==> src/design/bgh_pkg.sv <==
// Package for the button gesture hotkey block: mode encoding, register
// indexes, configuration record and reset values. No dependencies.
`default_nettype none

package bgh_pkg;

   // Mode state, one-hot.
   typedef enum logic [2:0] {
      MODE_IDLE   = 3'b001,
      MODE_PTT    = 3'b010,
      MODE_LOCKED = 3'b100
   } mode_type;

   // Mode codes as reported to the host side.
   localparam logic [1:0] MODE_CODE_IDLE   = 2'd0;
   localparam logic [1:0] MODE_CODE_PTT    = 2'd1;
   localparam logic [1:0] MODE_CODE_LOCKED = 2'd2;

   // Number of taps that, followed by a quiet window, lock recording.
   localparam logic [3:0] LOCK_TAPS = 4'd2;

   // Register file layout.
   localparam int unsigned CSR_ADDR_W = 5;
   localparam logic [2:0]  REG_HOLD_THRESHOLD = 3'd0;
   localparam logic [2:0]  REG_TAP_WINDOW     = 3'd1;
   localparam logic [2:0]  REG_RETURN_TAPS    = 3'd2;
   localparam logic [2:0]  REG_CONFIRM        = 3'd3;
   localparam logic [2:0]  REG_DIM_TIMEOUT    = 3'd4;

   localparam logic [15:0] HOLD_THRESHOLD_RESET = 16'd400;
   localparam logic [15:0] TAP_WINDOW_RESET     = 16'd350;
   localparam logic [3:0]  RETURN_TAPS_RESET    = 4'd3;
   localparam logic [15:0] CONFIRM_RESET        = 16'd800;
   localparam logic [19:0] DIM_TIMEOUT_RESET    = 20'd30000;

   typedef struct packed {
      logic [15:0] hold_threshold_ms;
      logic [15:0] tap_window_ms;
      logic [3:0]  return_tap_count;
      logic [15:0] confirm_ms;
      logic [19:0] dim_timeout_ms;
   } cfg_type;

   function automatic logic [1:0] mode_code(input mode_type m);
      logic [1:0] code;
      case (m)
         MODE_PTT:    code = MODE_CODE_PTT;
         MODE_LOCKED: code = MODE_CODE_LOCKED;
         default:     code = MODE_CODE_IDLE;
      endcase
      return code;
   endfunction

endpackage

`default_nettype wire

==> src/design/bgh_if.sv <==
// Handshake interfaces for the tick channel and the result channel of the
// button gesture hotkey block. No dependencies.
`default_nettype none

interface bgh_req_if;
   logic        valid;
   logic        ready;
   logic [31:0] now_ms;
   logic        link_up;
   logic        button_down;
   logic        press_edge;
   logic        release_edge;
   logic        update_busy;

   modport source (output valid, now_ms, link_up, button_down, press_edge,
                   release_edge, update_busy, input ready);
   modport sink   (input valid, now_ms, link_up, button_down, press_edge,
                   release_edge, update_busy, output ready);
endinterface

interface bgh_rsp_if;
   logic        valid;
   logic        ready;
   logic [1:0]  mode;
   logic        combo_held;
   logic        return_key;
   logic        confirming;
   logic        display_dim;
   logic        clip_done;
   logic [31:0] clip_length_ms;

   modport source (output valid, mode, combo_held, return_key, confirming,
                   display_dim, clip_done, clip_length_ms, input ready);
   modport sink   (input valid, mode, combo_held, return_key, confirming,
                   display_dim, clip_done, clip_length_ms, output ready);
endinterface

`default_nettype wire

==> src/design/bgh_csr.sv <==
// APB-style configuration registers of the button gesture hotkey block.
// Depends on bgh_pkg for the register layout and the configuration record.
`default_nettype none

module bgh_csr
   import bgh_pkg::*;
(
   input  wire logic                  clock,
   input  wire logic                  reset,
   input  wire logic                  csr_psel,
   input  wire logic                  csr_penable,
   input  wire logic                  csr_pwrite,
   input  wire logic [CSR_ADDR_W-1:0] csr_paddr,
   input  wire logic [31:0]           csr_pwdata,
   output logic      [31:0]           csr_prdata,
   output logic                       csr_pready,
   output cfg_type                    cfg
);

   cfg_type    cfg_ff;
   logic [2:0] reg_index;
   logic       write_en;

   assign csr_pready = 1'b1;
   assign reg_index  = csr_paddr[CSR_ADDR_W-1:2];
   assign write_en   = csr_psel && csr_penable && csr_pwrite && csr_pready;
   assign cfg        = cfg_ff;

   always_ff @(posedge clock) begin
      if (reset) begin
         cfg_ff.hold_threshold_ms <= HOLD_THRESHOLD_RESET;
         cfg_ff.tap_window_ms     <= TAP_WINDOW_RESET;
         cfg_ff.return_tap_count  <= RETURN_TAPS_RESET;
         cfg_ff.confirm_ms        <= CONFIRM_RESET;
         cfg_ff.dim_timeout_ms    <= DIM_TIMEOUT_RESET;
      end else if (write_en) begin
         case (reg_index)
            REG_HOLD_THRESHOLD: cfg_ff.hold_threshold_ms <= csr_pwdata[15:0];
            REG_TAP_WINDOW:     cfg_ff.tap_window_ms     <= csr_pwdata[15:0];
            REG_RETURN_TAPS:    cfg_ff.return_tap_count  <= csr_pwdata[3:0];
            REG_CONFIRM:        cfg_ff.confirm_ms        <= csr_pwdata[15:0];
            REG_DIM_TIMEOUT:    cfg_ff.dim_timeout_ms    <= csr_pwdata[19:0];
            default: ;
         endcase
      end
   end

   always_comb begin
      case (reg_index)
         REG_HOLD_THRESHOLD: csr_prdata = {16'd0, cfg_ff.hold_threshold_ms};
         REG_TAP_WINDOW:     csr_prdata = {16'd0, cfg_ff.tap_window_ms};
         REG_RETURN_TAPS:    csr_prdata = {28'd0, cfg_ff.return_tap_count};
         REG_CONFIRM:        csr_prdata = {16'd0, cfg_ff.confirm_ms};
         REG_DIM_TIMEOUT:    csr_prdata = {12'd0, cfg_ff.dim_timeout_ms};
         default:            csr_prdata = 32'd0;
      endcase
   end

endmodule

`default_nettype wire

==> src/design/button_gesture_hotkey_fsm.sv <==
// Top level of the button gesture hotkey block: tick processing and result register.
// Depends on bgh_pkg, the interfaces in bgh_if and the register file bgh_csr.
//
//   channel  direction  handshake                 content
//   req_if   in         valid/ready               one tick: time, link, button, busy
//   rsp_if   out        valid/ready               one result per tick
//   csr_*    in/out     APB-style, pready high    five configuration registers
//
// Each accepted tick is processed at once: the state update and the result are
// computed combinationally from the stored state and registered at the accepting
// edge, so the result shows in the next cycle, and one tick can be accepted in every
// cycle while each result is taken. The result register is the only buffer; a tick
// is taken whenever it is empty or is being drained in the same cycle. Reset is
// synchronous and restores the power-on state and register values.
`default_nettype none

module button_gesture_hotkey_fsm
   import bgh_pkg::*;
(
   input  wire logic                  clock,
   input  wire logic                  reset,
   bgh_req_if.sink                    req_if,
   bgh_rsp_if.source                  rsp_if,
   input  wire logic                  csr_psel,
   input  wire logic                  csr_penable,
   input  wire logic                  csr_pwrite,
   input  wire logic [CSR_ADDR_W-1:0] csr_paddr,
   input  wire logic [31:0]           csr_pwdata,
   output logic      [31:0]           csr_prdata,
   output logic                       csr_pready
);

   cfg_type cfg;

   bgh_csr u_csr (
      .clock       (clock),
      .reset       (reset),
      .csr_psel    (csr_psel),
      .csr_penable (csr_penable),
      .csr_pwrite  (csr_pwrite),
      .csr_paddr   (csr_paddr),
      .csr_pwdata  (csr_pwdata),
      .csr_prdata  (csr_prdata),
      .csr_pready  (csr_pready),
      .cfg         (cfg)
   );

   // Gesture state.
   mode_type    mode_ff, mode_in;
   logic        was_linked_ff, was_linked_in;
   logic        tap_pending_ff, tap_pending_in;
   logic [3:0]  tap_count_ff, tap_count_in;
   logic [31:0] last_tap_ff, last_tap_in;
   logic [31:0] press_start_ff, press_start_in;
   logic        confirm_ff, confirm_in;
   logic [31:0] return_time_ff, return_time_in;
   logic [31:0] record_start_ff, record_start_in;
   logic [31:0] last_clip_ff, last_clip_in;
   logic [31:0] last_activity_ff, last_activity_in;
   logic        dimmed_ff, dimmed_in;
   logic        return_pulse;
   logic        clip_pulse;
   logic [3:0]  tap_done;

   // Result register.
   logic        rsp_valid_ff;
   logic [1:0]  rsp_mode_ff;
   logic        rsp_return_ff;
   logic        rsp_confirm_ff;
   logic        rsp_dim_ff;
   logic        rsp_clip_done_ff;
   logic [31:0] rsp_clip_len_ff;

   logic        req_accept;
   logic [31:0] now;

   assign req_if.ready = !rsp_valid_ff || rsp_if.ready;
   assign req_accept   = req_if.valid && req_if.ready;
   assign now          = req_if.now_ms;

   // Tick processing. The steps follow the order link, button press, hold,
   // release, tap sequence end, confirmation end and dimming; later steps see
   // the values that earlier steps have just produced.
   always_comb begin
      mode_in          = mode_ff;
      was_linked_in    = was_linked_ff;
      tap_pending_in   = tap_pending_ff;
      tap_count_in     = tap_count_ff;
      last_tap_in      = last_tap_ff;
      press_start_in   = press_start_ff;
      confirm_in       = confirm_ff;
      return_time_in   = return_time_ff;
      record_start_in  = record_start_ff;
      last_clip_in     = last_clip_ff;
      last_activity_in = last_activity_ff;
      dimmed_in        = dimmed_ff;
      return_pulse     = 1'b0;
      clip_pulse       = 1'b0;
      tap_done         = 4'd0;

      // Link transitions. A link that comes up ends any recording with a
      // clip report; a link that drops abandons it silently.
      if (req_if.link_up && !was_linked_ff) begin
         if (mode_in != MODE_IDLE) begin
            last_clip_in = now - record_start_in;
            clip_pulse   = 1'b1;
         end
         mode_in          = MODE_IDLE;
         tap_pending_in   = 1'b0;
         tap_count_in     = 4'd0;
         confirm_in       = 1'b0;
         last_activity_in = now;
         dimmed_in        = 1'b0;
      end else if (!req_if.link_up && was_linked_ff) begin
         mode_in          = MODE_IDLE;
         tap_pending_in   = 1'b0;
         tap_count_in     = 4'd0;
         confirm_in       = 1'b0;
         last_activity_in = now;
         dimmed_in        = 1'b0;
      end
      was_linked_in = req_if.link_up;

      if (req_if.link_up) begin
         // Press: a stale tap sequence is dropped and the press start noted.
         if (req_if.press_edge) begin
            last_activity_in = now;
            dimmed_in        = 1'b0;
            if (tap_pending_in && ((now - last_tap_in) > {16'd0, cfg.tap_window_ms})) begin
               tap_pending_in = 1'b0;
               tap_count_in   = 4'd0;
            end
            press_start_in = now;
         end

         // Long hold from idle starts push-to-talk.
         if ((mode_in == MODE_IDLE) && req_if.button_down &&
             ((now - press_start_in) >= {16'd0, cfg.hold_threshold_ms})) begin
            record_start_in  = now;
            tap_pending_in   = 1'b0;
            tap_count_in     = 4'd0;
            confirm_in       = 1'b0;
            mode_in          = MODE_PTT;
            last_activity_in = now;
            dimmed_in        = 1'b0;
         end

         // Release: ends a recording, or counts as a short tap when idle.
         if (req_if.release_edge) begin
            last_activity_in = now;
            dimmed_in        = 1'b0;
            if (mode_in != MODE_IDLE) begin
               last_clip_in     = now - record_start_in;
               clip_pulse       = 1'b1;
               mode_in          = MODE_IDLE;
               tap_pending_in   = 1'b0;
               tap_count_in     = 4'd0;
               confirm_in       = 1'b0;
            end else if ((now - press_start_in) < {16'd0, cfg.hold_threshold_ms}) begin
               if (!tap_pending_in ||
                   ((now - last_tap_in) > {16'd0, cfg.tap_window_ms})) begin
                  tap_count_in = 4'd0;
               end
               tap_pending_in = 1'b1;
               last_tap_in    = now;
               tap_count_in   = tap_count_in + 4'd1;
               // Enough taps in a row send one return keystroke.
               if (tap_count_in >= cfg.return_tap_count) begin
                  tap_pending_in   = 1'b0;
                  tap_count_in     = 4'd0;
                  return_pulse     = 1'b1;
                  return_time_in   = now;
                  confirm_in       = 1'b1;
                  last_activity_in = now;
                  dimmed_in        = 1'b0;
               end
            end
         end

         // A tap sequence closes once the window passes with the button up;
         // exactly the lock count of taps enters locked recording.
         if (tap_pending_in && !req_if.button_down &&
             ((now - last_tap_in) > {16'd0, cfg.tap_window_ms})) begin
            tap_done       = tap_count_in;
            tap_pending_in = 1'b0;
            tap_count_in   = 4'd0;
            if (tap_done == LOCK_TAPS) begin
               record_start_in  = now;
               confirm_in       = 1'b0;
               mode_in          = MODE_LOCKED;
               last_activity_in = now;
               dimmed_in        = 1'b0;
            end
         end

         // Confirmation period end.
         if (confirm_in && ((now - return_time_in) >= {16'd0, cfg.confirm_ms})) begin
            confirm_in = 1'b0;
            if ((mode_in == MODE_IDLE) && !req_if.update_busy) begin
               last_activity_in = now;
               dimmed_in        = 1'b0;
            end
         end
      end

      // Dimming: never while recording, held off while an update runs.
      if (mode_in != MODE_IDLE) begin
         dimmed_in = 1'b0;
      end else if (req_if.update_busy) begin
         last_activity_in = now;
         dimmed_in        = 1'b0;
      end else if (!dimmed_in &&
                   ((now - last_activity_in) >= {12'd0, cfg.dim_timeout_ms})) begin
         dimmed_in = 1'b1;
      end
   end

   always_ff @(posedge clock) begin
      if (reset) begin
         mode_ff          <= MODE_IDLE;
         was_linked_ff    <= 1'b0;
         tap_pending_ff   <= 1'b0;
         tap_count_ff     <= 4'd0;
         last_tap_ff      <= 32'd0;
         press_start_ff   <= 32'd0;
         confirm_ff       <= 1'b0;
         return_time_ff   <= 32'd0;
         record_start_ff  <= 32'd0;
         last_clip_ff     <= 32'd0;
         last_activity_ff <= 32'd0;
         dimmed_ff        <= 1'b0;
      end else if (req_accept) begin
         mode_ff          <= mode_in;
         was_linked_ff    <= was_linked_in;
         tap_pending_ff   <= tap_pending_in;
         tap_count_ff     <= tap_count_in;
         last_tap_ff      <= last_tap_in;
         press_start_ff   <= press_start_in;
         confirm_ff       <= confirm_in;
         return_time_ff   <= return_time_in;
         record_start_ff  <= record_start_in;
         last_clip_ff     <= last_clip_in;
         last_activity_ff <= last_activity_in;
         dimmed_ff        <= dimmed_in;
      end
   end

   // Result register: filled on every accepted transaction, emptied when the
   // downstream side takes it without a new tick arriving.
   always_ff @(posedge clock) begin
      if (reset) begin
         rsp_valid_ff <= 1'b0;
      end else if (req_accept) begin
         rsp_valid_ff <= 1'b1;
      end else if (rsp_if.ready) begin
         rsp_valid_ff <= 1'b0;
      end
   end

   always_ff @(posedge clock) begin
      if (req_accept) begin
         rsp_mode_ff      <= mode_code(mode_in);
         rsp_return_ff    <= return_pulse;
         rsp_confirm_ff   <= confirm_in;
         rsp_dim_ff       <= dimmed_in;
         rsp_clip_done_ff <= clip_pulse;
         rsp_clip_len_ff  <= last_clip_in;
      end
   end

   assign rsp_if.valid          = rsp_valid_ff;
   assign rsp_if.mode           = rsp_mode_ff;
   assign rsp_if.combo_held     = (rsp_mode_ff != MODE_CODE_IDLE);
   assign rsp_if.return_key     = rsp_return_ff;
   assign rsp_if.confirming     = rsp_confirm_ff;
   assign rsp_if.display_dim    = rsp_dim_ff;
   assign rsp_if.clip_done      = rsp_clip_done_ff;
   assign rsp_if.clip_length_ms = rsp_clip_len_ff;

   // Every accepted tick leaves a result waiting in the next cycle.
   a_accept_fills: assert property (@(posedge clock) disable iff (reset)
      req_accept |=> rsp_valid_ff)
      else $error("accepted tick left no result");

   // A return keystroke only comes from a tap while idle.
   a_return_idle: assert property (@(posedge clock) disable iff (reset)
      (rsp_valid_ff && rsp_return_ff) |-> (rsp_mode_ff == MODE_CODE_IDLE))
      else $error("return key sent outside idle");

   // The display is never dimmed while a recording runs.
   a_dim_idle: assert property (@(posedge clock) disable iff (reset)
      (rsp_valid_ff && rsp_dim_ff) |-> (rsp_mode_ff == MODE_CODE_IDLE))
      else $error("display dimmed while recording");

   // The stored mode and the reported mode agree once a result is shown.
   a_mode_match: assert property (@(posedge clock) disable iff (reset)
      ($past(req_accept) && rsp_valid_ff) |-> (rsp_mode_ff == mode_code(mode_ff)))
      else $error("reported mode differs from stored mode");

endmodule

`default_nettype wire
==> src/flat_wrapper.sv <==
// flat-port wrapper written by rule: the top's interface ports become plain ports
module button_gesture_hotkey_fsm_flat import bgh_pkg::*;
  (clock, reset, csr_psel, csr_penable, csr_pwrite, csr_paddr, csr_pwdata, csr_prdata, csr_pready, req_if_valid, req_if_now_ms, req_if_link_up, req_if_button_down, req_if_press_edge, req_if_release_edge, req_if_update_busy, req_if_ready, rsp_if_valid, rsp_if_mode, rsp_if_combo_held, rsp_if_return_key, rsp_if_confirming, rsp_if_display_dim, rsp_if_clip_done, rsp_if_clip_length_ms, rsp_if_ready);
  bgh_req_if req_if_i ();
  bgh_rsp_if rsp_if_i ();
  input  wire logic clock;
  input  wire logic reset;
  input  wire logic csr_psel;
  input  wire logic csr_penable;
  input  wire logic csr_pwrite;
  input  wire logic [CSR_ADDR_W-1:0] csr_paddr;
  input  wire logic [31:0] csr_pwdata;
  output logic      [31:0] csr_prdata;
  output logic csr_pready;
  input wire logic [$bits(req_if_i.valid)-1:0] req_if_valid;
  input wire logic [$bits(req_if_i.now_ms)-1:0] req_if_now_ms;
  input wire logic [$bits(req_if_i.link_up)-1:0] req_if_link_up;
  input wire logic [$bits(req_if_i.button_down)-1:0] req_if_button_down;
  input wire logic [$bits(req_if_i.press_edge)-1:0] req_if_press_edge;
  input wire logic [$bits(req_if_i.release_edge)-1:0] req_if_release_edge;
  input wire logic [$bits(req_if_i.update_busy)-1:0] req_if_update_busy;
  output wire logic [$bits(req_if_i.ready)-1:0] req_if_ready;
  output wire logic [$bits(rsp_if_i.valid)-1:0] rsp_if_valid;
  output wire logic [$bits(rsp_if_i.mode)-1:0] rsp_if_mode;
  output wire logic [$bits(rsp_if_i.combo_held)-1:0] rsp_if_combo_held;
  output wire logic [$bits(rsp_if_i.return_key)-1:0] rsp_if_return_key;
  output wire logic [$bits(rsp_if_i.confirming)-1:0] rsp_if_confirming;
  output wire logic [$bits(rsp_if_i.display_dim)-1:0] rsp_if_display_dim;
  output wire logic [$bits(rsp_if_i.clip_done)-1:0] rsp_if_clip_done;
  output wire logic [$bits(rsp_if_i.clip_length_ms)-1:0] rsp_if_clip_length_ms;
  input wire logic [$bits(rsp_if_i.ready)-1:0] rsp_if_ready;
  assign req_if_i.valid = req_if_valid;
  assign req_if_i.now_ms = req_if_now_ms;
  assign req_if_i.link_up = req_if_link_up;
  assign req_if_i.button_down = req_if_button_down;
  assign req_if_i.press_edge = req_if_press_edge;
  assign req_if_i.release_edge = req_if_release_edge;
  assign req_if_i.update_busy = req_if_update_busy;
  assign req_if_ready = req_if_i.ready;
  assign rsp_if_valid = rsp_if_i.valid;
  assign rsp_if_mode = rsp_if_i.mode;
  assign rsp_if_combo_held = rsp_if_i.combo_held;
  assign rsp_if_return_key = rsp_if_i.return_key;
  assign rsp_if_confirming = rsp_if_i.confirming;
  assign rsp_if_display_dim = rsp_if_i.display_dim;
  assign rsp_if_clip_done = rsp_if_i.clip_done;
  assign rsp_if_clip_length_ms = rsp_if_i.clip_length_ms;
  assign rsp_if_i.ready = rsp_if_ready;
  button_gesture_hotkey_fsm u_core (.clock(clock), .reset(reset), .req_if(req_if_i), .rsp_if(rsp_if_i), .csr_psel(csr_psel), .csr_penable(csr_penable), .csr_pwrite(csr_pwrite), .csr_paddr(csr_paddr), .csr_pwdata(csr_pwdata), .csr_prdata(csr_prdata), .csr_pready(csr_pready));
endmodule
==> config.mk <==
export PLATFORM = sky130hd
export DESIGN_NAME = button_gesture_hotkey_fsm_flat
export DESIGN_NICKNAME = d
export VERILOG_FILES = /design/src/design/bgh_pkg.sv /design/src/design/bgh_if.sv /design/src/design/bgh_csr.sv /design/src/design/button_gesture_hotkey_fsm.sv /design/src/flat_wrapper.sv
export SDC_FILE = /design/constraint.sdc
export NUM_CORES = 1
export LEC_CHECK = 0
export ABC_AREA = 1
export CAP_MARGIN = 10
export CORE_AREA = 10 10 368 370
export DETAILED_ROUTE_END_ITERATION = 7
export DIE_AREA = 0 0 378 380
export DONT_BUFFER_PORTS = 1
export PLACE_DENSITY = 0.46
export SKIP_CTS_REPAIR_TIMING = 1
export SLEW_MARGIN = 15
export SYNTH_ARGS = -nofsm -noshare
export SYNTH_HDL_FRONTEND = slang
export SYNTH_SLANG_ARGS = --single-unit
==> constraint.sdc <==
create_clock -name clock -period 28.1 [get_ports clock]
set_clock_uncertainty 0.2 [all_clocks]
set_input_delay 4.215 -clock clock [delete_from_list [all_inputs] [get_ports clock]]
set_output_delay 4.215 -clock clock [all_outputs]
set_load 0.005 [all_outputs]
==> impl_metrics.ini <==
[outcome]
outcome = complete, no violations

[power]
power_frac_clock_pct = 36.9
p_per_area_nw_per_um2 = 49.2
comb_power_share_pct = 33.0
p_seq_share_pct = 30.1
vdd_ir_drop_max_v = 0.0000414
switching_power_uw = 619
p_leak_uw = 0.0158
swShare_pct = 37.4
intPower_uw = 1030

[detailed_routing]
drt-initial-drc-count = 2058
wirelength_um = 120000
first_pass_iters = 6
antenna_left = 0
vias = 31000
avgRoutedWirePerCell_um = 18.5
drc = 0
avgViaCountPerCell = 4.77

[worst_setup_path]
endpoint_kind = flop
max_stage_delay_ns = 0.51
timing.rr.start = u_core.press_start_ff[1]
crit_family = simple AND/OR/NAND/NOR gates
cp_common_cell = nand2_1
critPathSlowestCell = buf_4
cp.arrival_ns = 20.36
r2r-end = u_core.rsp_if.display_dim
reg2reg_slack_ns = 11.48
path_class = in2reg
crit_fanout = 73
rr_worst_depth = 92
cp_num_buf_inv = 10
cp-start-kind = primary input
critPathRequiredTime_ns = 28.29

[synth]
synth_top_family_by_area = simple AND/OR/NAND/NOR gates
syn_avg_cell_area_um2 = 6.24
yosys_warnings = 0
syn-instance-count = 4884
synth_fa_ha_area_share_pct = 13.2
synth_edf_count = 38
ys_ff_latch = 314
synthDistinctLibCells = 67
synth_xor_area_share_pct = 4.45
synth_compound_area_share_pct = 21.8
netlist_area_um2 = 30500
synthSimpleGateAreaFrac_pct = 26.3
synth_area_leaders = dfxtp_1 18%, nand2_1 16%, ha_1 13%
synthArstFlopShare_pct = 0
synth_top_area_cell = dfxtp_1
synthFlopType = dfxtp_1
muxShareOfSynthArea_pct = 0.263
seq_area_frac_synth_pct = 21.9
synth_top_cell_area_share_pct = 18.1

[global_routing]
antenna_found_initial = 4
grt_pass1_vias = 28900
grt_first_pass_wirelength_um = 179000
grt_max_degree = 107
grt_usage_pct = 16.1
grt.overflow.total = 0

[timing]
min_period_ns = 20.17
slew_violations = 0
worst_pin_slew_ns = 1.13
hold_violations = 0
setup_tns_ns = 0
whs_ns = 0.251
max_clock_freq_ghz = 0.0496
rsz0062_at_grt = false
period_share_pct = 71.8
final-setup-viol-count = 0
slew_headroom_pct = 24.6

[hold_path]
hold_class = reg2reg
worstHoldStart = u_core.press_start_ff[0]
hold_end = u_core.press_start_ff[0]
whs_path_depth = 2

[clocking]
cts_made_buffers = 45
clock-root-buffer = clkbuf_16
path_clk_slew_ns = 0.06
cts_max_level = 2
cts_tree = yes
cts_buffer_depth = 3
cts_sinks = 314
clk_latency_ns = 0.64

[finish]
regArea_um2 = 6670
layout_commonest_cell = nand2_1
multi_input_area_um2 = 20200
final_cell_mix = 1275 x nand2_1, 741 x inv_1, 498 x a21oi_1
fin_nets = 5180
fillCellCount = 14400
drive_above_1_share_pct = 3.92
area_growth_pct = 10.2

[die]
die_w_um = 378
rows = 132
dieArea_um2 = 144000
num_io_pins = 155
start_util_pct = 23.7
die_h_um = 380
core_area_um2 = 128000

[place]
portBuffers = 0
hpwlAfterDp_um = 91500
gp_congestion = 0.885

[job]
max-cap-violations = 0
==> worst register-to-register path, delay by kind of cell (launching register included) <==
kind                     cells  cell delay (ns)
adder cells (fa/ha/maj)      9             2.34
flip-flops                   1             0.33
AO/OA/AOI/OAI               19             4.31
buffers and inverters       10             1.57
AND/OR/NAND/NOR             51             6.83
XOR/XNOR                     3             0.82
==> Yosys cell counts, types with 11 or more instances <==
library cell / number
buf_4: 15
inv_1: 742
a211oi_1: 22
o21ai_1: 21
o21bai_1: 17
o211ai_1: 95
buf_2: 17
a31oi_1: 12
xor2_1: 103
and2_1: 11
nand4_1: 72
inv_2: 18
nor3_1: 26
xnor2_1: 52
nand2_1: 1278
nand3_1: 185
dfxtp_1: 276
o22ai_1: 16
clkbuf_1: 131
nor2_1: 271
a21oi_1: 498
buf_1: 16
o21ai_0: 478
or2_2: 14
edfxtp_1: 38
ha_1: 310
==> per-stage QoR <==
stage	util, %	power (uW)	instances	setup WS (ns)	area (um^2)
after detailed placement	24.9	1050	6410	7.42	32100
final	26.2	1650	6495	7.93	33600
after global routing	26.1	1770	6493	6.71	33600
after floorplan	-	917	4895	12.22	30500
after global placement	24.9	1050	6410	7.51	32100
after CTS	26.1	1670	6493	8.04	33600
==> worst max-delay path by stage <==
stage,startpoint,endpoint,slack [ns],cells after the start
3_5_place_dp,req_if_now_ms[6],u_core.rsp_if.display_dim,7.42,92
6_report,req_if_now_ms[3],u_core.rsp_if.display_dim,7.93,92
4_1_cts,req_if_now_ms[6],u_core.rsp_if.display_dim,8.04,92
3_3_place_gp,req_if_now_ms[6],u_core.rsp_if.display_dim,7.51,92
2_1_floorplan,req_if_press_edge,u_core.rsp_if.display_dim,12.22,85
5_1_grt,req_if_now_ms[2],u_core.rsp_if.display_dim,6.71,88
==> layer usage <==
layer | track usage (%) | vias to the layer above | routed length (um)
met5 | 0 | - | 25
met4 | 4.18 | 4 | 3080
met3 | 2.44 | 128 | 6030
met2 | 27.5 | 630 | 56300
met1 | 20.9 | 14300 | 54600
li1 | - | 15900 | -
==> registers in the layout, summed over array words and instances (netlist names) <==
signal and cells:
u_core.rsp_if.confirming 1, u_core.rsp_if.clip_done 1, u_core.return_time_ff 32, u_core.mode_ff 3, u_core.rsp_if.clip_length_ms 32, u_core.last_tap_ff 32, u_core.was_linked_ff 1, u_core.rsp_if.valid 1
u_core.press_start_ff 32, u_core.last_clip_ff 32, u_core.last_activity_ff 32, u_core.record_start_ff 32, u_core.confirm_ff 1, u_core.rsp_if.mode 2, u_core.rsp_if.display_dim 1, u_core.tap_count_ff 4
u_core.tap_pending_ff 1, u_core.u_csr.cfg 72, u_core.dimmed_ff 1, u_core.rsp_if.return_key 1
==> final cells by class <==
class,count,share of cell area (%)
clock buffers,60,3.79
clock inverters,23,0.812
diodes,2,0.0149
repair buffers,24,0.536
multi-input cells,3630,60.2
flip-flops and latches,314,19.8
well taps,1675,6.24
inverters,767,8.58
==> power groups by stage <==
stage,logic [uW],registers [uW],clock network [uW]
2_1_floorplan,415,502,0
4_1_cts,548,499,628
6_report,546,498,610
3_5_place_dp,545,508,0
3_3_place_gp,542,508,0
5_1_grt,624,501,642
==> cells by family after synthesis <==
kind of cell	count (synthesis)
AO/OA/AOI/OAI	1216
XOR/XNOR	155
adder cells (fa/ha/maj)	317
buffers and inverters	951
flip-flops	314
multiplexers	8
other	2
AND/OR/NAND/NOR	1921
Note: power is estimated with default switching activity, not from simulation.
